<file path="config.mk">
export PLATFORM = sky130hd
export DESIGN_NAME = bool_rle_range_true_count_flat
export DESIGN_NICKNAME = d
export VERILOG_FILES = /design/src/rtl/brtc_pkg.sv /design/src/rtl/brtc_ifs.sv /design/src/rtl/bool_rle_range_true_count.sv /design/src/rtl/brtc_apb_regs.sv /design/src/rtl/brtc_in_stage.sv /design/src/rtl/brtc_count.sv /design/src/flat_wrapper.sv
export SDC_FILE = /design/constraint.sdc
export NUM_CORES = 1
export LEC_CHECK = 0
export BUFFER_PORTS_ARGS = -buffer_cell sky130_fd_sc_hd__buf_2
export CORE_ASPECT_RATIO = 1.75
export CORE_UTILIZATION = 45
export DETAILED_ROUTE_END_ITERATION = 6
export GPL_ROUTABILITY_DRIVEN = 0
export PLACE_DENSITY = 0.61
export SLEW_MARGIN = 20
export SYNTH_ARGS = -nofsm -noshare
export SYNTH_HDL_FRONTEND = slang
export SYNTH_HIERARCHICAL = 1
export SYNTH_SLANG_ARGS = --single-unit
</file>
<file path="constraint.sdc">
create_clock -name clk -period 24.5 [get_ports clk]
set_clock_uncertainty 0.15 [all_clocks]
set_input_delay 4.9 -clock clk [delete_from_list [all_inputs] [get_ports clk]]
set_output_delay 4.9 -clock clk [all_outputs]
set_load 0.03 [all_outputs]
</file>
<file path="src/rtl/brtc_pkg.sv">
`timescale 1ns / 1ps
// Shared types and constants for the boolean run-length range counter.
// No dependencies; every other file of the block but brtc_ifs.sv imports this package.
package brtc_pkg;

    // Field widths fixed by the column format
    localparam int unsigned CNT_W  = 32;
    localparam int unsigned ROW_W  = 33;
    localparam int unsigned ADDR_W = 4;

    // Register reset values
    localparam logic [CNT_W-1:0] OFFSET_RST = '0;
    localparam logic [CNT_W-1:0] LENGTH_RST = CNT_W'(1);
    localparam logic             FIRST_RST  = 1'b0;

    // Result status codes
    typedef enum logic [1:0] {
        ST_OK       = 2'd0,
        ST_ZERO_RUN = 2'd1,
        ST_SHORT    = 2'd2,
        ST_ZERO_LEN = 2'd3
    } status_t;

    // Configuration register indexes (word address)
    typedef enum logic [1:0] {
        REG_OFFSET = 2'd0,
        REG_LENGTH = 2'd1,
        REG_FIRST  = 2'd2
    } reg_idx_t;

    // One run request
    typedef struct packed {
        logic [CNT_W-1:0] run_length;
        logic             last_run;
    } run_t;

    // One result
    typedef struct packed {
        logic [CNT_W-1:0] true_before;
        logic [CNT_W-1:0] true_in_range;
        status_t          status;
    } result_t;

    // Configuration as seen by the counting logic
    typedef struct packed {
        logic [CNT_W-1:0] range_offset;
        logic [CNT_W-1:0] range_length;
        logic             first_value;
        logic [ROW_W-1:0] range_end;
    } cfg_t;

endpackage

</file>
<file path="src/rtl/brtc_ifs.sv">
`timescale 1ns / 1ps
// Valid/ready channel interfaces for run requests and result requests.
// Depends on nothing; field widths follow brtc_pkg.
interface brtc_run_if;
    logic        valid;
    logic        ready;
    logic [31:0] run_length;
    logic        last_run;

    modport source (output valid, run_length, last_run, input ready);
    modport sink   (input valid, run_length, last_run, output ready);
endinterface

interface brtc_cnt_if;
    logic        valid;
    logic        ready;
    logic [31:0] true_before;
    logic [31:0] true_in_range;
    logic [1:0]  status;

    modport source (output valid, true_before, true_in_range, status, input ready);
    modport sink   (input valid, true_before, true_in_range, status, output ready);
endinterface

</file>
<file path="src/rtl/bool_rle_range_true_count.sv">
`timescale 1ns / 1ps
// Boolean run-length range counter, top level.
// A run request waits in the input register; its result goes to the result register.
// Throughput: one run per cycle while no result stalls; the input and result registers
// decouple the two channels, and the per-run clip and add sits between them.
// Reset (rst_n, async, active low): registers to offset 0, length 1, first value 0;
// column state cleared, both channels empty.
module bool_rle_range_true_count (
    input  logic                        clk,
    input  logic                        rst_n,
    brtc_run_if.sink                    runs,
    brtc_cnt_if.source                  counts,
    input  logic                        psel,
    input  logic                        penable,
    input  logic                        pwrite,
    input  logic [brtc_pkg::ADDR_W-1:0] paddr,
    input  logic [31:0]                 pwdata,
    output logic [31:0]                 prdata,
    output logic                        pready
);
    import brtc_pkg::*;

    cfg_t cfg;
    logic item_valid;
    logic take;
    run_t item;

    brtc_apb_regs u_regs (
        .clk     (clk),
        .rst_n   (rst_n),
        .psel    (psel),
        .penable (penable),
        .pwrite  (pwrite),
        .paddr   (paddr),
        .pwdata  (pwdata),
        .prdata  (prdata),
        .pready  (pready),
        .cfg     (cfg)
    );

    brtc_in_stage u_in (
        .clk        (clk),
        .rst_n      (rst_n),
        .runs       (runs),
        .take       (take),
        .item_valid (item_valid),
        .item       (item)
    );

    brtc_count u_count (
        .clk        (clk),
        .rst_n      (rst_n),
        .cfg        (cfg),
        .item_valid (item_valid),
        .item       (item),
        .take       (take),
        .counts     (counts)
    );

endmodule

</file>
<file path="src/rtl/brtc_apb_regs.sv">
`timescale 1ns / 1ps
// APB register file: range offset, range length, first run value.
// Depends on brtc_pkg. Also keeps offset + length precomputed as the range end.
module brtc_apb_regs (
    input  logic                       clk,
    input  logic                       rst_n,
    input  logic                       psel,
    input  logic                       penable,
    input  logic                       pwrite,
    input  logic [brtc_pkg::ADDR_W-1:0] paddr,
    input  logic [31:0]                pwdata,
    output logic [31:0]                prdata,
    output logic                       pready,
    output brtc_pkg::cfg_t             cfg
);
    import brtc_pkg::*;

    logic [CNT_W-1:0] offset_reg, offset_next;
    logic [CNT_W-1:0] length_reg, length_next;
    logic             first_reg, first_next;
    logic [ROW_W-1:0] end_reg, end_next;
    logic             wr_en;
    reg_idx_t         idx;

    assign pready = 1'b1;
    assign wr_en  = psel & penable & pwrite;
    assign idx    = reg_idx_t'(paddr[ADDR_W-1:2]);

    // Write decode; the range end follows whichever half changed
    always_comb
    begin
        offset_next = offset_reg;
        length_next = length_reg;
        first_next  = first_reg;
        if (wr_en)
        begin
            case (idx)
                REG_OFFSET: offset_next = pwdata;
                REG_LENGTH: length_next = pwdata;
                REG_FIRST:  first_next  = pwdata[0];
                default:    ;
            endcase
        end
        end_next = {1'b0, offset_next} + {1'b0, length_next};
    end

    always_ff @(posedge clk or negedge rst_n)
    begin
        if (!rst_n)
        begin
            offset_reg <= OFFSET_RST;
            length_reg <= LENGTH_RST;
            first_reg  <= FIRST_RST;
            end_reg    <= {1'b0, OFFSET_RST} + {1'b0, LENGTH_RST};
        end
        else
        begin
            offset_reg <= offset_next;
            length_reg <= length_next;
            first_reg  <= first_next;
            end_reg    <= end_next;
        end
    end

    // Read mux
    always_comb
    begin
        case (idx)
            REG_OFFSET: prdata = offset_reg;
            REG_LENGTH: prdata = length_reg;
            REG_FIRST:  prdata = {31'd0, first_reg};
            default:    prdata = '0;
        endcase
    end

    assign cfg.range_offset = offset_reg;
    assign cfg.range_length = length_reg;
    assign cfg.first_value  = first_reg;
    assign cfg.range_end    = end_reg;

endmodule

</file>
<file path="src/rtl/brtc_in_stage.sv">
`timescale 1ns / 1ps
// Input register for run requests; frees itself as soon as the counter takes it.
// Depends on brtc_pkg and brtc_run_if.
module brtc_in_stage (
    input  logic           clk,
    input  logic           rst_n,
    brtc_run_if.sink       runs,
    input  logic           take,
    output logic           item_valid,
    output brtc_pkg::run_t item
);
    import brtc_pkg::*;

    logic valid_reg, valid_next;
    run_t item_reg;
    logic accept;

    assign runs.ready = !valid_reg || take;
    assign accept     = runs.valid && runs.ready;

    always_comb
    begin
        valid_next = valid_reg;
        if (accept)
            valid_next = 1'b1;
        else if (take)
            valid_next = 1'b0;
    end

    always_ff @(posedge clk or negedge rst_n)
    begin
        if (!rst_n)
            valid_reg <= 1'b0;
        else
            valid_reg <= valid_next;
    end

    // Payload, no reset needed
    always_ff @(posedge clk)
    begin
        if (accept)
        begin
            item_reg.run_length <= runs.run_length;
            item_reg.last_run   <= runs.last_run;
        end
    end

    assign item_valid = valid_reg;
    assign item       = item_reg;

endmodule

</file>
<file path="src/rtl/brtc_count.sv">
`timescale 1ns / 1ps
// Per-run clip and count: column state, range clipping and the result register.
// Depends on brtc_pkg and brtc_cnt_if.
module brtc_count (
    input  logic           clk,
    input  logic           rst_n,
    input  brtc_pkg::cfg_t cfg,
    input  logic           item_valid,
    input  brtc_pkg::run_t item,
    output logic           take,
    brtc_cnt_if.source     counts
);
    import brtc_pkg::*;

    localparam int unsigned POS_W = ROW_W + 1;

    // Column state
    logic [ROW_W-1:0] row_reg, row_next;
    logic             cur_reg, cur_next;
    logic [CNT_W-1:0] before_reg, before_next;
    logic [CNT_W-1:0] range_reg, range_next;
    logic             fin_reg, fin_next;

    // Result register
    logic             out_valid_reg, out_valid_next;
    result_t          res_reg, res_next;

    logic             out_free;
    logic             val;
    logic [POS_W-1:0] start, stop, off, rend, lim, lo, hi, bdiff, rdiff;
    logic [CNT_W-1:0] before_sum, range_sum;

    assign out_free = !out_valid_reg || counts.ready;
    assign take     = item_valid && out_free;

    // Run clipping against [offset, end)
    always_comb
    begin
        val   = (row_reg == '0) ? cfg.first_value : cur_reg;
        start = {1'b0, row_reg};
        stop  = start + {2'b0, item.run_length};
        off   = {2'b0, cfg.range_offset};
        rend  = {1'b0, cfg.range_end};
        lim   = (stop < off) ? stop : off;
        bdiff = lim - start;
        lo    = (start > off) ? start : off;
        hi    = (stop < rend) ? stop : rend;
        rdiff = hi - lo;
        before_sum = before_reg;
        range_sum  = range_reg;
        if (val && (start < off))
            before_sum = before_reg + bdiff[CNT_W-1:0];
        if (val && (lo < hi))
            range_sum = range_reg + rdiff[CNT_W-1:0];
    end

    // State update and result selection
    always_comb
    begin
        row_next       = row_reg;
        cur_next       = cur_reg;
        before_next    = before_reg;
        range_next     = range_reg;
        fin_next       = fin_reg;
        res_next       = res_reg;
        out_valid_next = out_valid_reg && !counts.ready;
        if (take)
        begin
            if (!fin_reg)
            begin
                cur_next = val;
                if (cfg.range_length == '0)
                begin
                    res_next       = '{'0, '0, ST_ZERO_LEN};
                    out_valid_next = 1'b1;
                    fin_next       = 1'b1;
                end
                else if (item.run_length == '0)
                begin
                    res_next       = '{'0, '0, ST_ZERO_RUN};
                    out_valid_next = 1'b1;
                    fin_next       = 1'b1;
                end
                else
                begin
                    before_next = before_sum;
                    range_next  = range_sum;
                    if (stop >= rend)
                    begin
                        res_next       = '{before_sum, range_sum, ST_OK};
                        out_valid_next = 1'b1;
                        fin_next       = 1'b1;
                        row_next       = cfg.range_end;
                    end
                    else
                    begin
                        row_next = stop[ROW_W-1:0];
                        cur_next = !val;
                        if (item.last_run)
                        begin
                            res_next       = '{'0, '0, ST_SHORT};
                            out_valid_next = 1'b1;
                            fin_next       = 1'b1;
                        end
                    end
                end
            end
            // Last run rearms the column
            if (item.last_run)
            begin
                row_next    = '0;
                cur_next    = cfg.first_value;
                before_next = '0;
                range_next  = '0;
                fin_next    = 1'b0;
            end
        end
    end

    always_ff @(posedge clk or negedge rst_n)
    begin
        if (!rst_n)
        begin
            row_reg       <= '0;
            cur_reg       <= FIRST_RST;
            before_reg    <= '0;
            range_reg     <= '0;
            fin_reg       <= 1'b0;
            out_valid_reg <= 1'b0;
        end
        else
        begin
            row_reg       <= row_next;
            cur_reg       <= cur_next;
            before_reg    <= before_next;
            range_reg     <= range_next;
            fin_reg       <= fin_next;
            out_valid_reg <= out_valid_next;
        end
    end

    always_ff @(posedge clk)
    begin
        res_reg <= res_next;
    end

    assign counts.valid         = out_valid_reg;
    assign counts.true_before   = res_reg.true_before;
    assign counts.true_in_range = res_reg.true_in_range;
    assign counts.status        = res_reg.status;

endmodule

</file>
<file path="src/flat_wrapper.sv">
// flat-port wrapper written by rule: the top's interface ports become plain ports
module bool_rle_range_true_count_flat import brtc_pkg::*;
  (clk, rst_n, psel, penable, pwrite, paddr, pwdata, prdata, pready, runs_valid, runs_run_length, runs_last_run, runs_ready, counts_valid, counts_true_before, counts_true_in_range, counts_status, counts_ready);
  brtc_run_if runs_i ();
  brtc_cnt_if counts_i ();
  input  logic clk;
  input  logic rst_n;
  input  logic psel;
  input  logic penable;
  input  logic pwrite;
  input  logic [brtc_pkg::ADDR_W-1:0] paddr;
  input  logic [31:0] pwdata;
  output logic [31:0] prdata;
  output logic pready;
  input wire logic [$bits(runs_i.valid)-1:0] runs_valid;
  input wire logic [$bits(runs_i.run_length)-1:0] runs_run_length;
  input wire logic [$bits(runs_i.last_run)-1:0] runs_last_run;
  output wire logic [$bits(runs_i.ready)-1:0] runs_ready;
  output wire logic [$bits(counts_i.valid)-1:0] counts_valid;
  output wire logic [$bits(counts_i.true_before)-1:0] counts_true_before;
  output wire logic [$bits(counts_i.true_in_range)-1:0] counts_true_in_range;
  output wire logic [$bits(counts_i.status)-1:0] counts_status;
  input wire logic [$bits(counts_i.ready)-1:0] counts_ready;
  assign runs_i.valid = runs_valid;
  assign runs_i.run_length = runs_run_length;
  assign runs_i.last_run = runs_last_run;
  assign runs_ready = runs_i.ready;
  assign counts_valid = counts_i.valid;
  assign counts_true_before = counts_i.true_before;
  assign counts_true_in_range = counts_i.true_in_range;
  assign counts_status = counts_i.status;
  assign counts_i.ready = counts_ready;
  bool_rle_range_true_count u_core (.clk(clk), .rst_n(rst_n), .runs(runs_i), .counts(counts_i), .psel(psel), .penable(penable), .pwrite(pwrite), .paddr(paddr), .pwdata(pwdata), .prdata(prdata), .pready(pready));
endmodule
</file>
==> results.md <==
- Outcome: finished, final reports clean
- Antenna Violating Nets Remaining: 0
- CTS tree: yes
- Post-route clock period utilization: 0.486
- Clk Latency, worst-skew pair: 590 ps
- Initial antenna violation count: 0
- Top_reg_cell synth: dfrtp_1
- Max cap viols: 0
- Post-route DRC: 0
- Slew margin rel.: 0.306
- Startpoint Class: primary input
- Worst path bufs/invs: 3
- Synthesized flop and latch total: 298
- Mapped Area: 24,500 sq um
- GR Util All Layers: 0.272
- CTS root buffer: clkbuf_16
- Cell variety after synth: a little under 90
- Setup violators final: 0
- Req. time, crit path: 19,450 ps
- Clk pin slew, worst setup/hold paths: around 60 ps
- Vias: slightly above 20,000
- DP HPWL: 60,400 um
- Routed vias/inst: 5.76
- Total of warnings raised by yosys: 6
- CP Class: in2out
- # diodes: 0
- Drt initial violations: 1,021
- Setup TNS: 0 ps
- Routed wire length: 74,600 um
- Clock Tree Buf Depth: 3
- Die Wd: about 180 um
- Max frequency: roughly 84 MHz
- RSZ-0062 raised after global routing: false
- Fin. max-slew vios: 0
- Overflow after GRT: 0
- Syn_area_per_cell: just over 9 sq um
- Worst setup EP type: output port
- Worst hold path class: reg2reg
- Area after DPL: 26,000 sq um
- Number of global-route vias before repair: 20,900
- Boundary Pins: between 150 and 200
- Starting Density: 0.458
- Fin Hold WS: approximately 340 ps
- WP data arrival: 6860 ps
- Row Count: 112
- Post-Syn Instances: 2,660
- Layout Nets: between 3,000 and 4,000
- Syn_nets: 3,055
- Largest net degree at the start of global routing: between 80 and 90
- Slowest CP cell: mux2i_1
- Worst Max-Slew Pin Slew: 1030 ps
- Design area: roughly 27,000 sq um
- CTS resizes: 0
- Setup ws final: ~13,000 ps
- Synth-to-layout area growth: 10.7%
- Clock sink count: 298
- Crit path max fanout: 31
- Asr flop ratio synth: 0.668
- CP Cell Sequence: buf_2, buf_4, mux2i_1, nor2_1, buf_2
- H-Tree Depth: 1
- First-pass GRT wire length: between 100,000 and 150,000 um
- Share of cells above drive strength 1: 0.129
- # hold bufs at CTS: 0
- Worst path max stage delay: 700 ps
- CP delay by family, top: buffers and inverters
- Sequential area share after synthesis: 0.325
- Pre-CTS setup slack: 12,600 ps
- CTS buffer count: 31
- Die area: around 55,000 sq um
- Cell mode on critical path: buf_2
- Die Ht: 311 um
- Setup Buffers After CTS: 0
- Final hold viol count: 0
- Post-synth EDFFs: 99
- Port Buffers: 173
- Core area: approximately 54,000 sq um
- First drt pass iteration count: 5
- Wire per inst: 21.3 um
- Final Critical Period: 11,910 ps
-- cell usage after synthesis (15+ instances only) --
| cell | number | area share |
|---|---|---|
| mux2_2 | 74 | 0.034 |
| inv_1 | 283 | 0.043 |
| nand2_1 | 212 | 0.032 |
| nor4_1 | 27 | 0.0069 |
| nor2b_1 | 21 | 0.0054 |
| o21bai_1 | 23 | 0.0070 |
| o21ai_1 | 17 | 0.0035 |
| a211oi_1 | 18 | 0.0055 |
| fa_1 | 64 | 0.052 |
| xor2_1 | 34 | 0.012 |
| clkbuf_1 | 64 | 0.0098 |
| a31oi_1 | 16 | 0.0041 |
| o211ai_1 | 15 | 0.0046 |
| dfrtp_1 | 197 | 0.20 |
| nand2b_1 | 21 | 0.0054 |
| mux2i_1 | 118 | 0.048 |
| and3_1 | 16 | 0.0041 |
| ha_1 | 255 | 0.13 |
| nand4_1 | 38 | 0.0097 |
| nor2_1 | 205 | 0.031 |
| a21o_1 | 93 | 0.028 |
| edfxtp_1 | 99 | 0.12 |
| xnor2_1 | 97 | 0.035 |
| nand3_1 | 33 | 0.0067 |
| a21oi_1 | 218 | 0.045 |
| nor3_1 | 25 | 0.0051 |
| o21ai_0 | 164 | 0.033 |
| a22o_1 | 29 | 0.010 |
-- worst paths after layout --
path / startpoint / to / slack, ps / depth (start not counted)
setup / recovery: paddr[2] / prdata[29] / 12590 / 5
max in group asynchronous: rst_n / u_core/u_regs/end_reg[10] / 17880 / 3
hold / removal: u_core/u_count/range_reg[15] / u_core/u_count/range_reg[15] / 340 / 2
hold reg to reg: u_core/u_count/range_reg[15] / u_core/u_count/range_reg[15] / 340 / 2
min in group asynchronous: rst_n / u_core/u_regs/offset_reg[0] / 4220 / 1
setup reg to reg: u_core/u_count/row_reg[3] / u_core/u_count/counts.true_before[31] / 13880 / 39
-- per-stage QoR --
step | std cells | util
final | 3501 | 0.507
after global routing | 3501 | 0.507
after CTS | 3501 | 0.507
after detailed placement | 3444 | 0.487
after global placement | 3444 | 0.486
after floorplan | 2660 | -
-- cells by family after synthesis --
family                     count (synthesis)  share of synthesized area
AOI/OAI and AO/OA                        697                      0.181
and+or+nand+nor                          641                      0.121
buffers and inverters                    379                     0.0600
adders and majority gates                320                      0.183
DFF                                      298                      0.325
muxes                                    192                     0.0822
xor gates and xnor gates                 132                     0.0477
other                                      1                   0.000153
-- worst reg2reg max path, delay by kind of cell (launching register included) --
| kind | cells | cell delay (ps) |
|---|---|---|
| xor gates and xnor gates | 1 | 400 |
| and+or+nand+nor | 10 | 1580 |
| AOI/OAI and AO/OA | 22 | 5820 |
| buffers and inverters | 2 | 570 |
| adders and majority gates | 4 | 1250 |
| DFF | 1 | 560 |
-- metal layers --
| layer | track usage | wire, um | share of wire | vias up |
|---|---|---|---|---|
| li1 | - | - | - | 9678 |
| met1 | 0.306 | 28400 | 0.38 | 9724 |
| met2 | 0.497 | 38500 | 0.52 | 602 |
| met3 | 0.0265 | 3280 | 0.044 | 167 |
| met4 | 0.143 | 4390 | 0.059 | 0 |
| met5 | 0 | 0 | 0 | - |
-- cell usage in the layout, fill, tap and decap left out, types with 34 or more instances in the layout --
cell,n
inv_1,283
ha_1,255
a21oi_1,218
nand2_1,212
nor2_1,203
dfrtp_1,197
buf_2,172
o21ai_0,163
mux2i_1,118
edfxtp_1,99
xnor2_1,97
a21o_1,93
mux2_2,74
fa_1,64
nand4_1,38
xor2_1,34
-- layout make-up --
class / count / area, sq um
clock buffers: 37 / 841
clock inverters: 20 / 239
fillers: 5085 / 26400
inverters: 284 / 1070
multi-input cells: 1983 / 15100
flip-flops and latches: 298 / 7960
well taps: 684 / 856
repair buffers: 195 / 1040
Power is not shown: default switching activity piles up to over one toggle a cycle in this logic, so the estimate is an artifact.
